**src/hdl/assert_macros.svh**
```systemverilog
// Assertion macros shared by the sample splat accumulator RTL.
// Each macro samples on the rising edge of clock and is disabled in reset.
`ifndef ASSERT_MACROS_SVH
`define ASSERT_MACROS_SVH

// Property that must hold on every clock edge.
`define SSA_ASSERT_HOLD(lbl, prop) \
   lbl: assert property (@(posedge clock) disable iff (reset) (prop)) \
      else $error("sample splat accumulator: invariant violated");

// Consequent must hold in the same cycle as the antecedent.
`define SSA_ASSERT_IMPL(lbl, ante, cons) \
   lbl: assert property (@(posedge clock) disable iff (reset) (ante) |-> (cons)) \
      else $error("sample splat accumulator: same-cycle implication violated");

// Consequent must hold in the cycle after the antecedent.
`define SSA_ASSERT_NEXT(lbl, ante, cons) \
   lbl: assert property (@(posedge clock) disable iff (reset) (ante) |=> (cons)) \
      else $error("sample splat accumulator: next-cycle implication violated");

`endif

```
**src/hdl/ssa_pkg.sv**
```systemverilog
// Package for the sample splat accumulator: field widths, codes, command type
// and the coordinate and saturation helpers. Depends on nothing.
package ssa_pkg;

   localparam int COORD_W            = 24;
   localparam int COLOR_W            = 16;
   localparam int SUM_W              = 40;
   localparam int COUNT_W            = 24;
   localparam int INDEX_W            = 16;
   localparam int DIM_W              = 9;
   localparam int PIX_W              = 8;
   localparam int LIN_W              = 17;
   localparam int LIMIT_W            = 25;
   localparam int CSR_INDEX_W        = 1;
   localparam int CSR_DATA_W         = 9;
   localparam int DIM_MAX            = 256;
   localparam int HALF_PIXEL         = 128;
   localparam int MAX_PIXELS_DEFAULT = 65536;
   localparam int QUEUE_DEPTH_DEFAULT = 2;

   // Operation codes
   localparam logic OP_ACCUMULATE = 1'b0;
   localparam logic OP_READ       = 1'b1;

   // Register indexes
   localparam logic [CSR_INDEX_W-1:0] REG_IMAGE_WIDTH  = 1'b0;
   localparam logic [CSR_INDEX_W-1:0] REG_IMAGE_HEIGHT = 1'b1;

   // Classified command passed from front end to back end
   typedef struct packed {
      logic               is_read;
      logic               in_range;
      logic [LIN_W-1:0]   addr;
      logic [COLOR_W-1:0] red;
      logic [COLOR_W-1:0] green;
      logic [COLOR_W-1:0] blue;
   } cmd_type;

   // Status from back end to front end
   typedef struct packed {
      logic clearing;
   } back_status_type;

   // Zero acts as one, anything above the maximum acts as the maximum.
   function automatic logic [DIM_W-1:0] eff_dim(input logic [DIM_W-1:0] d);
      logic [DIM_W-1:0] r;
      if (d == '0) begin
         r = DIM_W'(1);
      end else if (d > DIM_W'(DIM_MAX)) begin
         r = DIM_W'(DIM_MAX);
      end else begin
         r = d;
      end
      return r;
   endfunction

   // Shift by half a pixel, truncate, clamp to [0, dim_m1].
   function automatic logic [PIX_W-1:0] to_pixel(input logic [COORD_W-1:0] pos,
                                                input logic [PIX_W-1:0]   dim_m1);
      logic [COORD_W:0]   v;
      logic [COORD_W-8:0] idx;
      logic [PIX_W-1:0]   r;
      v   = {pos[COORD_W-1], pos} - (COORD_W+1)'(HALF_PIXEL);
      idx = v[COORD_W:8];
      if (v[COORD_W]) begin
         r = '0;
      end else if (idx > (COORD_W-7)'(dim_m1)) begin
         r = dim_m1;
      end else begin
         r = idx[PIX_W-1:0];
      end
      return r;
   endfunction

   // Add a color sample to a channel sum, sticking at all ones.
   function automatic logic [SUM_W-1:0] sat_add(input logic [SUM_W-1:0]   s,
                                               input logic [COLOR_W-1:0] c);
      logic [SUM_W:0] r;
      r = {1'b0, s} + (SUM_W+1)'(c);
      return r[SUM_W] ? {SUM_W{1'b1}} : r[SUM_W-1:0];
   endfunction

endpackage

```
**src/hdl/ssa_queue.sv**
```systemverilog
// Command queue between front and back end of the sample splat accumulator.
// Uses ssa_pkg for the command type.
module ssa_queue #(
   parameter int DEPTH = ssa_pkg::QUEUE_DEPTH_DEFAULT
) (
   input  logic             clock,
   input  logic             reset,
   input  logic             push_valid,
   output logic             push_ready,
   input  ssa_pkg::cmd_type push_data,
   output logic             pop_valid,
   input  logic             pop,
   output ssa_pkg::cmd_type pop_data
);

   localparam int PTR_W = (DEPTH > 1) ? $clog2(DEPTH) : 1;
   localparam int CNT_W = $clog2(DEPTH + 1);
   localparam logic [PTR_W-1:0] LAST_PTR = PTR_W'(DEPTH - 1);

   ssa_pkg::cmd_type entries_ff [DEPTH];
   logic [PTR_W-1:0] wr_ptr_ff, wr_ptr_in;
   logic [PTR_W-1:0] rd_ptr_ff, rd_ptr_in;
   logic [CNT_W-1:0] count_ff, count_in;
   logic             do_push;
   logic             do_pop;

   assign push_ready = (count_ff != CNT_W'(DEPTH));
   assign pop_valid  = (count_ff != '0);
   assign pop_data   = entries_ff[rd_ptr_ff];
   assign do_push    = push_valid && push_ready;
   assign do_pop     = pop && pop_valid;

   // Advance pointers with wrap, track fill level
   always_comb begin
      wr_ptr_in = wr_ptr_ff;
      rd_ptr_in = rd_ptr_ff;
      count_in  = count_ff;
      if (do_push) begin
         wr_ptr_in = (wr_ptr_ff == LAST_PTR) ? '0 : wr_ptr_ff + PTR_W'(1);
      end
      if (do_pop) begin
         rd_ptr_in = (rd_ptr_ff == LAST_PTR) ? '0 : rd_ptr_ff + PTR_W'(1);
      end
      if (do_push && !do_pop) begin
         count_in = count_ff + CNT_W'(1);
      end else if (do_pop && !do_push) begin
         count_in = count_ff - CNT_W'(1);
      end
   end

   always_ff @(posedge clock) begin
      if (reset) begin
         wr_ptr_ff <= '0;
         rd_ptr_ff <= '0;
         count_ff  <= '0;
      end else begin
         wr_ptr_ff <= wr_ptr_in;
         rd_ptr_ff <= rd_ptr_in;
         count_ff  <= count_in;
      end
   end

   always_ff @(posedge clock) begin
      if (do_push) begin
         entries_ff[wr_ptr_ff] <= push_data;
      end
   end

endmodule

```
**config.mk**
```make
export PLATFORM = sky130hd
export DESIGN_NAME = ssa_queue
export DESIGN_NICKNAME = d
export VERILOG_FILES = /design/src/hdl/assert_macros.svh /design/src/hdl/ssa_pkg.sv /design/src/hdl/ssa_queue.sv
export SDC_FILE = /design/constraint.sdc
export NUM_CORES = 1
export LEC_CHECK = 0
export ABC_CLOCK_PERIOD_IN_PS = 4850
export BUFFER_PORTS_ARGS = -buffer_cell sky130_fd_sc_hd__buf_4
export CELL_PAD_IN_SITES_DETAIL_PLACEMENT = 1
export CELL_PAD_IN_SITES_GLOBAL_PLACEMENT = 2
export CORE_ASPECT_RATIO = 1.5
export CORE_MARGIN = 2
export CORE_UTILIZATION = 40
export CTS_CLUSTER_SIZE = 40
export DETAILED_ROUTE_END_ITERATION = 6
export PLACE_DENSITY_LB_ADDON = 0.08
export SLEW_MARGIN = 20
export SYNTH_ARGS = -nofsm -noshare
export SYNTH_HDL_FRONTEND = slang
export SYNTH_SLANG_ARGS = --single-unit
```
**constraint.sdc**
```tcl
create_clock -name clock -period 4.85 [get_ports clock]
set_input_delay 0 -clock clock [delete_from_list [all_inputs] [get_ports clock]]
set_output_delay 0 -clock clock [all_outputs]
set_load 0.01 [all_outputs]
```
==> flow_summary.ini, run 1 <==
[critical_path]
worst-r2r-setup-slack_ns = 2.55
start_kind = register
cp_max_fo = 38
path_class = register to register
startpoint = count_ff[0]
end_kind = register
cp.arrival_ns = 2.36
r2r_start = count_ff[0]
worstPathRequired_ns = 4.91

[cts]
clk_latency_ns = 0.41
clk_pin_slew_ns = 0.06
cts-root-buf = clkbuf_16
cts_buffer_depth = 2
cts_tree = built
post_cts_buffers = 0
cts_hold_repair.buffers = 69
h-tree-depth = 4
clock_sinks = 139
cts_made_buffers = 17
cts_resized = 0

[timing]
whs_ns = 0.03197
rsz0062_at_grt = false
slew_headroom = 0.3634
slew_violations = 0
setup_viol = 0
final_hold_viol_count = 0
fin_crit_sh = 0.4749
period_needed_ns = 2.303
tightest_slew_ns = 0.9549
tns_ns = 0
fmax_mhz = 434.1
finClkSkew_ns = 0.009980

[floorplanning]
coreArea_um2 = 12390
ios = 140
die_area_um2 = 13580
rows = 50
start_util = 0.4083
die_h_um = 141.7
die_x_um = 95.81

[placed_design]
port_buffers = 139
dpl.hpwl_mm = 6.213
dpl_cell_area_um2 = 6256
post-place-cells = 521
gp_congestion = 0.6718

[layout]
fill_cells = 1120
antenna_cells = 0
final_design_area_no_fill_um2 = 7520
multi_input_area_um2 = 878.3
syn_to_final_growth_pct = 48.69
final_cell_count_no_fill = 622
drive_above_1_share = 0.5172
regArea_um2 = 4128
final_nets = 525

[min_path]
worstHoldPathType = input port to register
min_from = pop

[drt]
num_vias = 2853
drcViolationCount = 0
wl_mm = 10.55
dr_wl_met3_um = 574
wl_met1_mm = 3.907
wl_met2_mm = 5.859
ant_nets = 0
wl_per_cell_um = 16.96
route.top_layer_used = met4
drt_iter0_drc = 123
drtPass1Iterations = 5
viasPerCell = 4.587

[synth]
synthTopCellsByArea = edfxtp_1, mux2_2, dfxtp_1
yosysMostFrequentCell = edfxtp_1
synthTopCellsByCount = edfxtp_1, mux2_2, dfxtp_1
netlist.top_cell.by_area = edfxtp_1
synth_nets = 304
synthArstFlopShare = 0
synth_cell_type_count = 19
ys_warn_count = 0
synth_cells = 232
netlist_area_um2 = 5057
syn_area_per_cell_um2 = 21.80
synthFlopType = edfxtp_1
synth_edf_count = 134
yosys.area.top_type_share = 0.7956
ys_seq_area_frac = 0.8154
synth_seq_cells = 139

[power]
p_leak_nw = 2.825
ir_worst_vdd_mv = 0.3111
cellPowerDensity_nw_per_um2 = 494.9

[grt]
grt_overflow_total = 0
grt_first_pass_wirelength_mm = 16.45
antenna_found_initial = 0
grt_use_total = 0.1664
grt_max_degree = 68
grt_pass1_vias = 3171

[run_status]
status = completed

[job]
cap_violations = 0
## report_power, final
group	switching (mW)	internal, mW	total, mW
registers	0.116	1.51	1.62
logic	0.366	0.499	0.865
clock network	0.468	0.768	1.24
total	0.950	2.77	3.72
## final timing paths
path,end,depth (start not counted)
max,entries_ff[0][28],4
min,register,4
max reg2reg,entries_ff[0][28],4
min reg2reg,count_ff[1],2
## logic make-up after synthesis
| family | share of synthesized area |
|---|---|
| mux | 0.1492 |
| fa+ha+maj | 0.002474 |
| simple gates | 0.009900 |
| flops | 0.8154 |
| buf+inv | 0.01187 |
| compound gates | 0.005938 |
| xor+xnor | 0.005196 |
## cells in the final DEF (no fill, tap or decap), drive strengths merged
cell type / synthesis / layout
a21bo: 1 / 1
a21oi: 2 / 2
and2: 1 / 1
and3: 1 / 1
buf: 7 / 140
bufinv: 0 / 2
clkbuf: 0 / 21
clkinv: 0 / 5
clkinvlp: 0 / 4
dfxtp: 5 / 5
dlygate4sd3: 0 / 69
edfxtp: 134 / 134
ha: 1 / 1
inv: 1 / 1
mux2: 67 / 67
nand2b: 1 / 1
nand3b: 1 / 1
nor2: 3 / 3
o21ai: 2 / 2
or2: 1 / 1
or3: 1 / 1
xor2: 3 / 3
## state kept, by name (all words and copies together), names as in the netlist, named ones only
name	flops
entries_ff	134
count_ff	2
wr_ptr_ff	1
rd_ptr_ff	1
## layer usage
metal / global-route usage / up-vias
met1: 0.1773 / 1385
li1: - / 1360
met5: 0 / -
met4: 0.08195 / 0
met2: 0.2915 / 94
met3: 0.05204 / 14
## per-stage QoR
step	power [mW]	utilization	setup slack [ns]
after CTS	3.775	0.6071	2.490
after global routing	3.896	0.6071	2.351
final	3.722	0.6071	2.547
after floorplan	2.071	-	2.157
after global placement	2.460	0.5051	2.582
after detailed placement	2.481	0.5051	2.498
## critical path, cell delays in order (launching register included)
cell,delay [ns]
dfxtp_1,0.41
nand2b_1,0.21
nand3b_1,0.13
inv_2,0.67
buf_4,0.52
## layout make-up
cell class              count  share of cell area
clock inverters            11             0.01631
repair buffers            209              0.2316
multi-input cells          85              0.1168
inverters                   1           0.0004992
flip-flops and latches    139              0.5489
clock buffers              21             0.05990
well taps                 156             0.02596
No activity file was read; power rests on OpenSTA's default activity.
==> run 2: changes to the inputs <==
--- a/config.mk
+++ b/config.mk
@@ -5,13 +5,14 @@
 export SDC_FILE = /design/constraint.sdc
 export NUM_CORES = 1
 export LEC_CHECK = 0
-export ABC_CLOCK_PERIOD_IN_PS = 4850
+export ABC_AREA = 1
+export ABC_CLOCK_PERIOD_IN_PS = 2100
 export BUFFER_PORTS_ARGS = -buffer_cell sky130_fd_sc_hd__buf_4
 export CELL_PAD_IN_SITES_DETAIL_PLACEMENT = 1
 export CELL_PAD_IN_SITES_GLOBAL_PLACEMENT = 2
 export CORE_ASPECT_RATIO = 1.5
 export CORE_MARGIN = 2
-export CORE_UTILIZATION = 40
+export CORE_UTILIZATION = 34
 export CTS_CLUSTER_SIZE = 40
 export DETAILED_ROUTE_END_ITERATION = 6
 export PLACE_DENSITY_LB_ADDON = 0.08
==> constraint.sdc (replaced) <==
create_clock -name clock -period 2.1 [get_ports clock]
set_input_delay 0 -clock clock [delete_from_list [all_inputs] [get_ports clock]]
set_output_delay 0 -clock clock [all_outputs]
set_load 0.01 [all_outputs]
==> run 2 against run 1 <==
Effect of this change:
- power is 130% higher
- sequential share of layout area is 1.9 points lower
- combinational power increased to 2.6 times the previous value
- flip-flop and latch count unchanged
- worst setup slack worse by 2.2 ns
- non-clock buffer count is 5 higher
- via count increased by 5.0%
- global-route usage down 2.9 points
- critical path depth is 1 lower
- largest power group unchanged
==> flow_summary.ini, run 2 <==
[drt]
wl_mm = 10.86
drcViolationCount = 0
drtPass1Iterations = 4
ant_nets = 0
wl_per_cell_um = 15.90
num_vias = 2996
viasPerCell = 4.387
drt_iter0_drc = 84

[timing]
finClkSkew_ns = 0.008568
slew_headroom = 0.7452
fmax_mhz = 562.4
tns_ns = 0
period_needed_ns = 1.778
slew_violations = 0
final_hold_viol_count = 0
rsz0062_at_grt = false
tightest_slew_ns = 0.3822
fin_crit_sh = 0.8467
setup_viol = 0

[cts]
clk_latency_ns = 0.41
cts_hold_repair.buffers = 69
cts_resized = 0
clk_pin_slew_ns = 0.06
cts_tree = built
cts-root-buf = clkbuf_16
post_cts_buffers = 0
clock_sinks = 139
cts_made_buffers = 17
h-tree-depth = 4
cts_buffer_depth = 2

[floorplanning]
coreArea_um2 = 15000
die_h_um = 155.3
rows = 55
ios = 140
start_util = 0.3457
die_area_um2 = 16280
die_x_um = 104.8

[critical_path]
path_class = register to output port
end_kind = output port
worstPathRequired_ns = 2.10
start_kind = register
cp.arrival_ns = 1.78
worst-r2r-setup-slack_ns = 0.51
rr_worst_depth = 5
cp_max_fo = 25

[layout]
layout_common_cells = buf_4, edfxtp_1, dlygate4sd3_1
final_common_cell = buf_4
regMostFlops = entries_ff
largest_reg_flops = 134
reg.largest.list = entries_ff x134, count_ff x2
final_design_area_no_fill_um2 = 7792
final_nets = 543
drive_above_1_share = 0.5041
antenna_cells = 0
syn_to_final_growth_pct = 50.25

[placed_design]
dpl.hpwl_mm = 7.010
gp_congestion = 0.7132
port_buffers = 139
dpl_cell_area_um2 = 6549

[synth]
synth_cell_type_count = 15
netlist_area_um2 = 5186
synth_cells = 245
synthArstFlopShare = 0
ys_warn_count = 0
netlist.top_cell.by_area = edfxtp_1
synth_seq_cells = 139
yosysMostFrequentCell = edfxtp_1
synthTopCellsByArea = edfxtp_1, mux2_4, mux2_2
synth_edf_count = 134
ys_seq_area_frac = 0.7952
syn_area_per_cell_um2 = 21.17
synthTopCellsByCount = edfxtp_1, mux2_2, mux2_4
synth_nets = 317
yosys.area.top_type_share = 0.7759
synthFlopType = edfxtp_1

[grt]
busiest_layer = met2
grt_overflow_total = 0
grt_use_met2 = 0.2560
use_met1 = 0.1434
grt_max_degree = 41
grt_use_total = 0.1374
antenna_found_initial = 0
grt_pass1_vias = 3327
grt_util_met3 = 0.04147
grt_first_pass_wirelength_mm = 16.81

[min_path]
hold_depth = 4
worstHoldPathType = input port to register

[run_status]
status = completed

[job]
cap_violations = 0

[power]
ir_worst_vdd_mv = 0.6376
p_leak_nw = 2.992
cellPowerDensity_nw_per_um2 = 1107
-- run 2: changes by cell type after synthesis, moves of 2 or more --
cell | previous run | this run
mux2_2 | 67 | 37
xor2_1 | 3 | 0
nand2_1 | 0 | 9
mux2_4 | 0 | 30
inv_1 | 1 | 8
nor2_1 | 3 | 7
nand3_1 | 0 | 2
-- run 2: report_power, final --
group / switching, mW / internal [mW]
clock: 1.12 / 1.63
sequential: 0.147 / 3.51
combinational: 0.996 / 1.22
total: 2.26 / 6.36
-- run 2: routing by layer --
metal  vias up  share of wire  wire length [um]
met1      1502           0.38              4155
li1       1401              -                 -
met3        14          0.043               471
met4         0          0.016               177
met5         -              0                 0
met2        79           0.56              6054
-- run 2: worst max-delay path, stage by stage (launching register included) --
cell and delay [ns]:
dfxtp_4 0.59, buf_12 0.25, mux2_2 0.38, buf_4 0.15
-- run 2: logic make-up (layout without fill, tap and decap cells) --
| logic type | after synthesis | after routing | synth area share |
|---|---|---|---|
| mux | 67 | 67 | 0.1672 |
| simple gates | 19 | 19 | 0.01472 |
| fa+ha+maj | 1 | 1 | 0.002412 |
| flops | 139 | 139 | 0.7952 |
| buf+inv | 15 | 254 | 0.01665 |
| compound gates | 4 | 4 | 0.003860 |
-- run 2: final timing paths --
path | start | endpoint
max | register | pop_data[3]
min | push_valid | wr_ptr_ff
max reg2reg | count_ff[0] | entries_ff[1][24]
min reg2reg | rd_ptr_ff | register
-- run 2: area by class of cell --
type	instances	area [um^2]
clock buffers	19	432.9
multi-input cells	91	991.0
flip-flops and latches	139	4128
well taps	199	249.0
fillers	1478	7209
inverters	8	30.03
clock inverters	13	120.1
repair buffers	214	1842
-- run 2: through the flow --
step | power, mW | utilization | setup WS [ns] | hold WS [ns] | std cells
detailed placement | 5.889 | 0.4365 | 0.4754 | 0.1878 | 582
global placement | 5.845 | 0.4365 | 0.5322 | 0.1855 | 582
global route | 9.047 | 0.5194 | 0.2254 | 0.1607 | 683
CTS | 8.770 | 0.5194 | 0.2620 | 0.1081 | 683
floorplan | 4.863 | - | -0.6965 | 0.09887 | 245
finish | 8.626 | 0.5194 | 0.3220 | 0.1143 | 683
