File: config.mk
export PLATFORM = sky130hd
export DESIGN_NAME = ssa_front_flat
export DESIGN_NICKNAME = d
export VERILOG_FILES = /design/src/hdl/assert_macros.svh /design/src/hdl/ssa_pkg.sv /design/src/hdl/ssa_if.sv /design/src/hdl/ssa_front.sv /design/src/flat_wrapper.sv
export SDC_FILE = /design/constraint.sdc
export NUM_CORES = 1
export LEC_CHECK = 0
export ABC_AREA = 0
export BUFFER_PORTS_ARGS = -buffer_cell sky130_fd_sc_hd__buf_2
export CAP_MARGIN = 20
export CORE_ASPECT_RATIO = 1.75
export CORE_MARGIN = 2
export CORE_UTILIZATION = 30
export DETAILED_ROUTE_END_ITERATION = 10
export GPL_ROUTABILITY_DRIVEN = 0
export PLACE_DENSITY = 0.53
export SYNTH_ARGS = -nofsm -noshare
export SYNTH_HDL_FRONTEND = slang
export SYNTH_SLANG_ARGS = --single-unit
File: constraint.sdc
create_clock -name clock -period 19.5 [get_ports clock]
set_input_delay 1.95 -clock clock [delete_from_list [all_inputs] [get_ports clock]]
set_output_delay 1.95 -clock clock [all_outputs]
set_load 0.01 [all_outputs]
File: src/hdl/assert_macros.svh
// Assertion macros shared by the sample splat accumulator RTL.
// Each macro samples on the rising edge of clock and is disabled in reset.
`ifndef ASSERT_MACROS_SVH
`define ASSERT_MACROS_SVH

// Property that must hold on every clock edge.
`define SSA_ASSERT_HOLD(lbl, prop) \
   lbl: assert property (@(posedge clock) disable iff (reset) (prop)) \
      else $error("sample splat accumulator: invariant violated");

// Consequent must hold in the same cycle as the antecedent.
`define SSA_ASSERT_IMPL(lbl, ante, cons) \
   lbl: assert property (@(posedge clock) disable iff (reset) (ante) |-> (cons)) \
      else $error("sample splat accumulator: same-cycle implication violated");

// Consequent must hold in the cycle after the antecedent.
`define SSA_ASSERT_NEXT(lbl, ante, cons) \
   lbl: assert property (@(posedge clock) disable iff (reset) (ante) |=> (cons)) \
      else $error("sample splat accumulator: next-cycle implication violated");

`endif

File: src/hdl/ssa_pkg.sv
// Package for the sample splat accumulator: field widths, codes, command type
// and the coordinate and saturation helpers. Depends on nothing.
package ssa_pkg;

   localparam int COORD_W            = 24;
   localparam int COLOR_W            = 16;
   localparam int SUM_W              = 40;
   localparam int COUNT_W            = 24;
   localparam int INDEX_W            = 16;
   localparam int DIM_W              = 9;
   localparam int PIX_W              = 8;
   localparam int LIN_W              = 17;
   localparam int LIMIT_W            = 25;
   localparam int CSR_INDEX_W        = 1;
   localparam int CSR_DATA_W         = 9;
   localparam int DIM_MAX            = 256;
   localparam int HALF_PIXEL         = 128;
   localparam int MAX_PIXELS_DEFAULT = 65536;
   localparam int QUEUE_DEPTH_DEFAULT = 2;

   // Operation codes
   localparam logic OP_ACCUMULATE = 1'b0;
   localparam logic OP_READ       = 1'b1;

   // Register indexes
   localparam logic [CSR_INDEX_W-1:0] REG_IMAGE_WIDTH  = 1'b0;
   localparam logic [CSR_INDEX_W-1:0] REG_IMAGE_HEIGHT = 1'b1;

   // Classified command passed from front end to back end
   typedef struct packed {
      logic               is_read;
      logic               in_range;
      logic [LIN_W-1:0]   addr;
      logic [COLOR_W-1:0] red;
      logic [COLOR_W-1:0] green;
      logic [COLOR_W-1:0] blue;
   } cmd_type;

   // Status from back end to front end
   typedef struct packed {
      logic clearing;
   } back_status_type;

   // Zero acts as one, anything above the maximum acts as the maximum.
   function automatic logic [DIM_W-1:0] eff_dim(input logic [DIM_W-1:0] d);
      logic [DIM_W-1:0] r;
      if (d == '0) begin
         r = DIM_W'(1);
      end else if (d > DIM_W'(DIM_MAX)) begin
         r = DIM_W'(DIM_MAX);
      end else begin
         r = d;
      end
      return r;
   endfunction

   // Shift by half a pixel, truncate, clamp to [0, dim_m1].
   function automatic logic [PIX_W-1:0] to_pixel(input logic [COORD_W-1:0] pos,
                                                input logic [PIX_W-1:0]   dim_m1);
      logic [COORD_W:0]   v;
      logic [COORD_W-8:0] idx;
      logic [PIX_W-1:0]   r;
      v   = {pos[COORD_W-1], pos} - (COORD_W+1)'(HALF_PIXEL);
      idx = v[COORD_W:8];
      if (v[COORD_W]) begin
         r = '0;
      end else if (idx > (COORD_W-7)'(dim_m1)) begin
         r = dim_m1;
      end else begin
         r = idx[PIX_W-1:0];
      end
      return r;
   endfunction

   // Add a color sample to a channel sum, sticking at all ones.
   function automatic logic [SUM_W-1:0] sat_add(input logic [SUM_W-1:0]   s,
                                               input logic [COLOR_W-1:0] c);
      logic [SUM_W:0] r;
      r = {1'b0, s} + (SUM_W+1)'(c);
      return r[SUM_W] ? {SUM_W{1'b1}} : r[SUM_W-1:0];
   endfunction

endpackage

File: src/hdl/ssa_if.sv
// Channel interfaces of the sample splat accumulator: request, response and
// register write. Depends on ssa_pkg for field widths.
interface ssa_req_if;
   logic                             valid;
   logic                             ready;
   logic                             operation;
   logic                             sample_valid;
   logic [ssa_pkg::COORD_W-1:0]      sample_x;
   logic [ssa_pkg::COORD_W-1:0]      sample_y;
   logic [ssa_pkg::COLOR_W-1:0]      red;
   logic [ssa_pkg::COLOR_W-1:0]      green;
   logic [ssa_pkg::COLOR_W-1:0]      blue;
   logic [ssa_pkg::INDEX_W-1:0]      read_index;

   modport source(output valid, operation, sample_valid, sample_x, sample_y,
                  red, green, blue, read_index, input ready);
   modport sink(input valid, operation, sample_valid, sample_x, sample_y,
                red, green, blue, read_index, output ready);
endinterface


interface ssa_csr_if;
   logic                              valid;
   logic                              ready;
   logic [ssa_pkg::CSR_INDEX_W-1:0]   index;
   logic [ssa_pkg::CSR_DATA_W-1:0]    data;

   modport source(output valid, index, data, input ready);
   modport sink(input valid, index, data, output ready);
endinterface

File: src/hdl/ssa_front.sv
// Front end: holds the image size registers, accepts requests, maps sample
// positions to linear pixel addresses and pushes commands. Uses ssa_pkg, ssa_if.
module ssa_front #(
   parameter int MAX_PIXELS = ssa_pkg::MAX_PIXELS_DEFAULT
) (
   input  logic                     clock,
   input  logic                     reset,
   ssa_req_if.sink                  req,
   ssa_csr_if.sink                  csr,
   input  ssa_pkg::back_status_type status,
   output logic                     push_valid,
   input  logic                     push_ready,
   output ssa_pkg::cmd_type         push_data
);

   localparam logic [ssa_pkg::LIMIT_W-1:0] PIX_LIMIT = ssa_pkg::LIMIT_W'(MAX_PIXELS);

   logic [ssa_pkg::DIM_W-1:0]   width_ff, width_in;
   logic [ssa_pkg::PIX_W-1:0]   width_m1_ff, width_m1_in;
   logic [ssa_pkg::PIX_W-1:0]   height_m1_ff, height_m1_in;
   logic [ssa_pkg::DIM_W-1:0]   csr_dim;

   logic                        s1_valid_ff, s1_valid_in;
   logic                        s1_read_ff;
   logic [ssa_pkg::PIX_W-1:0]   s1_ix_ff;
   logic [ssa_pkg::PIX_W-1:0]   s1_iy_ff;
   logic [ssa_pkg::INDEX_W-1:0] s1_index_ff;
   logic [ssa_pkg::COLOR_W-1:0] s1_red_ff, s1_green_ff, s1_blue_ff;

   logic                        accept;
   logic                        keep;
   logic                        s1_done;
   logic [ssa_pkg::LIN_W-1:0]   lin_addr;
   logic                        in_range;

   // Register writes are always taken; store the effective size
   assign csr.ready = 1'b1;
   assign csr_dim   = ssa_pkg::eff_dim(csr.data);

   always_comb begin
      width_in     = width_ff;
      width_m1_in  = width_m1_ff;
      height_m1_in = height_m1_ff;
      if (csr.valid) begin
         unique case (csr.index)
            ssa_pkg::REG_IMAGE_WIDTH: begin
               width_in    = csr_dim;
               width_m1_in = ssa_pkg::PIX_W'(csr_dim - ssa_pkg::DIM_W'(1));
            end
            ssa_pkg::REG_IMAGE_HEIGHT: begin
               height_m1_in = ssa_pkg::PIX_W'(csr_dim - ssa_pkg::DIM_W'(1));
            end
            default: begin
               width_in = width_ff;
            end
         endcase
      end
   end

   always_ff @(posedge clock) begin
      if (reset) begin
         width_ff     <= ssa_pkg::DIM_W'(ssa_pkg::DIM_MAX);
         width_m1_ff  <= ssa_pkg::PIX_W'(ssa_pkg::DIM_MAX - 1);
         height_m1_ff <= ssa_pkg::PIX_W'(ssa_pkg::DIM_MAX - 1);
      end else begin
         width_ff     <= width_in;
         width_m1_ff  <= width_m1_in;
         height_m1_ff <= height_m1_in;
      end
   end

   // Linear address and range check of the held transaction
   always_comb begin
      if (s1_read_ff) begin
         lin_addr = ssa_pkg::LIN_W'(s1_index_ff);
      end else begin
         lin_addr = ssa_pkg::LIN_W'(ssa_pkg::LIN_W'(s1_iy_ff) * ssa_pkg::LIN_W'(width_ff))
                    + ssa_pkg::LIN_W'(s1_ix_ff);
      end
      in_range = ssa_pkg::LIMIT_W'(lin_addr) < PIX_LIMIT;
   end

   // Out-of-range accumulates drop here; reads always go on
   assign push_valid = s1_valid_ff && (s1_read_ff || in_range);
   assign s1_done    = s1_valid_ff && (push_ready || !(s1_read_ff || in_range));

   assign push_data.is_read  = s1_read_ff;
   assign push_data.in_range = in_range;
   assign push_data.addr     = lin_addr;
   assign push_data.red      = s1_red_ff;
   assign push_data.green    = s1_green_ff;
   assign push_data.blue     = s1_blue_ff;

   // Accept while the store is ready and the holding stage can move
   assign req.ready = !status.clearing && (!s1_valid_ff || s1_done);
   assign accept    = req.valid && req.ready;
   assign keep      = (req.operation == ssa_pkg::OP_READ) || req.sample_valid;

   always_comb begin
      if (accept) begin
         s1_valid_in = keep;
      end else if (s1_done) begin
         s1_valid_in = 1'b0;
      end else begin
         s1_valid_in = s1_valid_ff;
      end
   end

   always_ff @(posedge clock) begin
      if (reset) begin
         s1_valid_ff <= 1'b0;
      end else begin
         s1_valid_ff <= s1_valid_in;
      end
   end

   // Capture payload and pixel coordinates on accept
   always_ff @(posedge clock) begin
      if (accept) begin
         s1_read_ff  <= (req.operation == ssa_pkg::OP_READ);
         s1_ix_ff    <= ssa_pkg::to_pixel(req.sample_x, width_m1_ff);
         s1_iy_ff    <= ssa_pkg::to_pixel(req.sample_y, height_m1_ff);
         s1_index_ff <= req.read_index;
         s1_red_ff   <= req.red;
         s1_green_ff <= req.green;
         s1_blue_ff  <= req.blue;
      end
   end

endmodule

File: src/flat_wrapper.sv
// flat-port wrapper written by rule: the top's interface ports become plain ports
module ssa_front_flat 
#(
   parameter int MAX_PIXELS = ssa_pkg::MAX_PIXELS_DEFAULT
)
  (clock, reset, status, push_valid, push_ready, push_data, req_valid, req_operation, req_sample_valid, req_sample_x, req_sample_y, req_red, req_green, req_blue, req_read_index, req_ready, csr_valid, csr_index, csr_data, csr_ready);
  ssa_req_if req_i ();
  ssa_csr_if csr_i ();
  input  logic clock;
  input  logic reset;
  input  ssa_pkg::back_status_type status;
  output logic push_valid;
  input  logic push_ready;
  output ssa_pkg::cmd_type push_data;
  input wire logic [$bits(req_i.valid)-1:0] req_valid;
  input wire logic [$bits(req_i.operation)-1:0] req_operation;
  input wire logic [$bits(req_i.sample_valid)-1:0] req_sample_valid;
  input wire logic [$bits(req_i.sample_x)-1:0] req_sample_x;
  input wire logic [$bits(req_i.sample_y)-1:0] req_sample_y;
  input wire logic [$bits(req_i.red)-1:0] req_red;
  input wire logic [$bits(req_i.green)-1:0] req_green;
  input wire logic [$bits(req_i.blue)-1:0] req_blue;
  input wire logic [$bits(req_i.read_index)-1:0] req_read_index;
  output wire logic [$bits(req_i.ready)-1:0] req_ready;
  input wire logic [$bits(csr_i.valid)-1:0] csr_valid;
  input wire logic [$bits(csr_i.index)-1:0] csr_index;
  input wire logic [$bits(csr_i.data)-1:0] csr_data;
  output wire logic [$bits(csr_i.ready)-1:0] csr_ready;
  assign req_i.valid = req_valid;
  assign req_i.operation = req_operation;
  assign req_i.sample_valid = req_sample_valid;
  assign req_i.sample_x = req_sample_x;
  assign req_i.sample_y = req_sample_y;
  assign req_i.red = req_red;
  assign req_i.green = req_green;
  assign req_i.blue = req_blue;
  assign req_i.read_index = req_read_index;
  assign req_ready = req_i.ready;
  assign csr_i.valid = csr_valid;
  assign csr_i.index = csr_index;
  assign csr_i.data = csr_data;
  assign csr_ready = csr_i.ready;
  ssa_front #(.MAX_PIXELS(MAX_PIXELS)) u_core (.clock(clock), .reset(reset), .req(req_i), .csr(csr_i), .status(status), .push_valid(push_valid), .push_ready(push_ready), .push_data(push_data));
endmodule
==> results by group <==
Layout
  • Layout Area Growth over Synthesis: 20.2%
  • Post-layout nets: roughly 1100
  • Fillers: 2530
  • Final Cell Area: 9030 sq um
  • Post-layout util: 36.7%
  • Fraction of layout cells with a size suffix above 1: between 20% and 30%
  • Antenna fix cells: 0
  • Fin cells: 1228

Timing
  • Fin crit share: 37.7%
  • Setup WS post-layout: 12150 ps
  • Maximum clock frequency: around 140 MHz
  • Hold_ws: 490 ps
  • Final setup violation count: 0
  • Fin. Hold Viols: 0
  • Relative max-transition margin: 29.5%
  • Setup TNS Final: 0 ps
  • Max-slew violation count: 0
  • RSZ-0062 raised after global routing: false
  • Final min period: 7350 ps
  • Worst Tran Pin Value: roughly 1100 ps
  • Skew final: between 9 and 10 ps

Detailed routing
  • Via count: 5749
  • Via density: between 4 and 5
  • Initial detailed-routing violation count: 181
  • WL/cell: 14.5 um
  • Total wire length: between 15000 and 20000 um
  • DRT Pass-1 Iters: 4
  • Final ANT Viol Nets: 0
  • DRC Markers: 0

Clock network
  • Worst-path clk slew: around 80 ps
  • Max Root-Sink Buffers: 2
  • H-tree depth: 3
  • CTS sink count: around 110
  • Cts repair resizes: 0
  • CTS root buffer: clkbuf_16
  • CTS tree: built
  • CTS Buf Count: 9
  • Post-CTS setup buffer count: 0
  • Worst-skew pair later-pin latency: 370 ps
  • Hold bufs inserted after CTS: 0

Die
  • Initial Util: between 30 and 40%
  • # rows: 76
  • Die Area: 26400 sq um
  • Core area: roughly 25000 sq um
  • Die X: 124 um
  • I/O pins: 200
  • Chip height: 213 um

Critical path
  • Critical Path RT: 17550 ps
  • Crit Path Class: flop to output port
  • Critical-path maximum fanout: 9
  • Crit. End Element: output port
  • CP Launch Type: flop
  • Arrival @ worst endpoint: 5400 ps

Synthesis
  • Post-synth cell types: 63
  • Mapped Nets: 970
  • Post-Synthesis Cells: 733
  • Synth Register Bits: 107
  • Async SR Flop Fraction: 0%
  • Synthesized area: 7510 sq um
  • Synth Area per Inst: 10.2 sq um
  • Ys flop type: edfxtp_1
  • Number of synthesized flops with an enable pin: 81
  • Sequential-to-total area share from yosys stat: 39.3%
  • Yosys warnings: 0

Worst hold path
  • Hold Path Class: flop to flop

Global routing
  • Total Routing Usage GR: 13.9%
  • Total gr overflow: 0
  • Pin count of the biggest net entering global routing: 79
  • Initial antenna violation count: 0
  • First-pass GRT wire length: roughly 28000 um
  • Vias in the first global route: 5825

Outcome
  • Outcome: finished, final reports clean

Power and ir drop
  • Leak: 4.17 nW
  • Final Power: around 550 uW
  • Power Dens Cells: just over 60 nW/um^2
  • Max IR drop VDD: 0.0525 mV

Job
  • Max Cap Viol: 0

Placement
  • Pre-CTS setup slack: ~12000 ps
  • I/O Buffers: between 150 and 200
  • Placed cell count: 1212
  • Placed Area: 8760 sq um
  • HPWL after DPL: 14400 um
cells in the final DEF, fill, tap and decap left out, types with 24 or more instances in the layout:
master / instances
a21oi_1: 24
and2_1: 52
buf_2: 184
dfxtp_1: 26
edfxtp_1: 81
fa_1: 50
ha_1: 57
inv_1: 104
nand2_1: 80
nor2_1: 28
cell usage after synthesis (2+ instances only):
cell type,instances,area share (%)
inv_1,104,5.2
edfxtp_1,81,32
nand2_1,80,4.0
ha_1,57,9.5
and2_1,52,4.3
fa_1,50,13
nor2_1,28,1.4
dfxtp_1,26,6.9
a21oi_1,25,1.7
o21ai_0,22,1.5
nor3_1,16,1.1
o211ai_1,16,1.6
clkbuf_1,14,0.70
a211oi_1,13,1.3
xor2_1,11,1.3
nand4_1,9,0.75
nor2b_1,9,0.75
xnor2_1,9,1.0
nand3_1,8,0.53
nor4_1,8,0.67
o31ai_1,8,0.80
nand3b_1,7,0.70
a21o_1,6,0.60
nand2b_1,6,0.50
mux2_2,5,0.75
o21a_1,5,0.50
buf_4,4,0.40
o21bai_1,4,0.40
a31o_2,3,0.35
a31oi_1,3,0.25
and4_1,3,0.35
o31a_1,3,0.35
a2111oi_0,2,0.23
a211o_1,2,0.23
and3_1,2,0.17
o22ai_1,2,0.17
or3_1,2,0.17
or4_1,2,0.20
or4b_1,2,0.27
layout make-up:
class,instances,area [sq um],area share [%]
Inverter,104,390,4.32
Clock buffer,10,229,2.54
Tap cell,312,390,4.32
Clock inverter,6,40.0,0.443
Sequential cell,107,2950,32.7
Multi-Input combinational cell,503,4090,45.3
Timing Repair Buffer,186,936,10.4
layer usage:
| metal | wire (um) | GRT usage, % | up-vias |
|---|---|---|---|
| met4 | 407 | 5.53 | 0 |
| met2 | 10400 | 28.0 | 103 |
| met5 | 0 | 0 | - |
| li1 | - | - | 2890 |
| met1 | 6390 | 13.1 | 2739 |
| met3 | 640 | 2.64 | 17 |
power by group:
part	internal, mW	switching (mW)	leakage, nW
Sequential	0.257	0.00643	0.974
Combinational	0.0480	0.0647	3.08
Clock	0.0868	0.0891	0.125
Total	0.392	0.160	4.17
cells by family after synthesis:
kind of cell             synth area share (%)
AO/OA/AOI/OAI                            11.6
flip-flops                               39.3
multiplexers                            0.883
adder cells (fa/ha/maj)                  22.8
buffers and inverters                    6.36
other                                  0.0499
AND/OR/NAND/NOR                          16.7
XOR/XNOR                                 2.33
state kept, by name (all words and copies together) (netlist names):
register and flops:
u_core.s1_valid_ff 1, u_core.s1_red_ff 16, u_core.s1_green_ff 16, u_core.height_m1_ff 8, u_core.width_m1_ff 8, u_core.width_ff 9, u_core.s1_index_ff 16, u_core.s1_ix_ff 8
u_core.s1_read_ff 1, u_core.s1_iy_ff 8, u_core.s1_blue_ff 16
worst max-delay path, cell delays in order (launching register included):
cell and delay [ps]:
edfxtp_1 530, and2_1 250, fa_1 570, fa_1 450, fa_1 540, inv_1 50
fa_1 520, inv_1 40, ha_1 360, a211oi_1 310, o211ai_1 180, a221oi_1 350
a211oi_1 120, nor2_1 440, and2_1 190, buf_2 120
path summary, 6_finish.rpt:
check	start	end	slack [ps]	cells past startpoint
min	u_core.height_m1_ff[6]	u_core.height_m1_ff[6]	490	2
max	u_core.s1_iy_ff[4]	push_valid	12150	15
min reg2reg	u_core.height_m1_ff[6]	u_core.height_m1_ff[6]	490	2
max reg2reg	u_core.s1_iy_ff[4]	u_core.s1_index_ff[8]	13490	15
(Power assumes the default switching activity.)
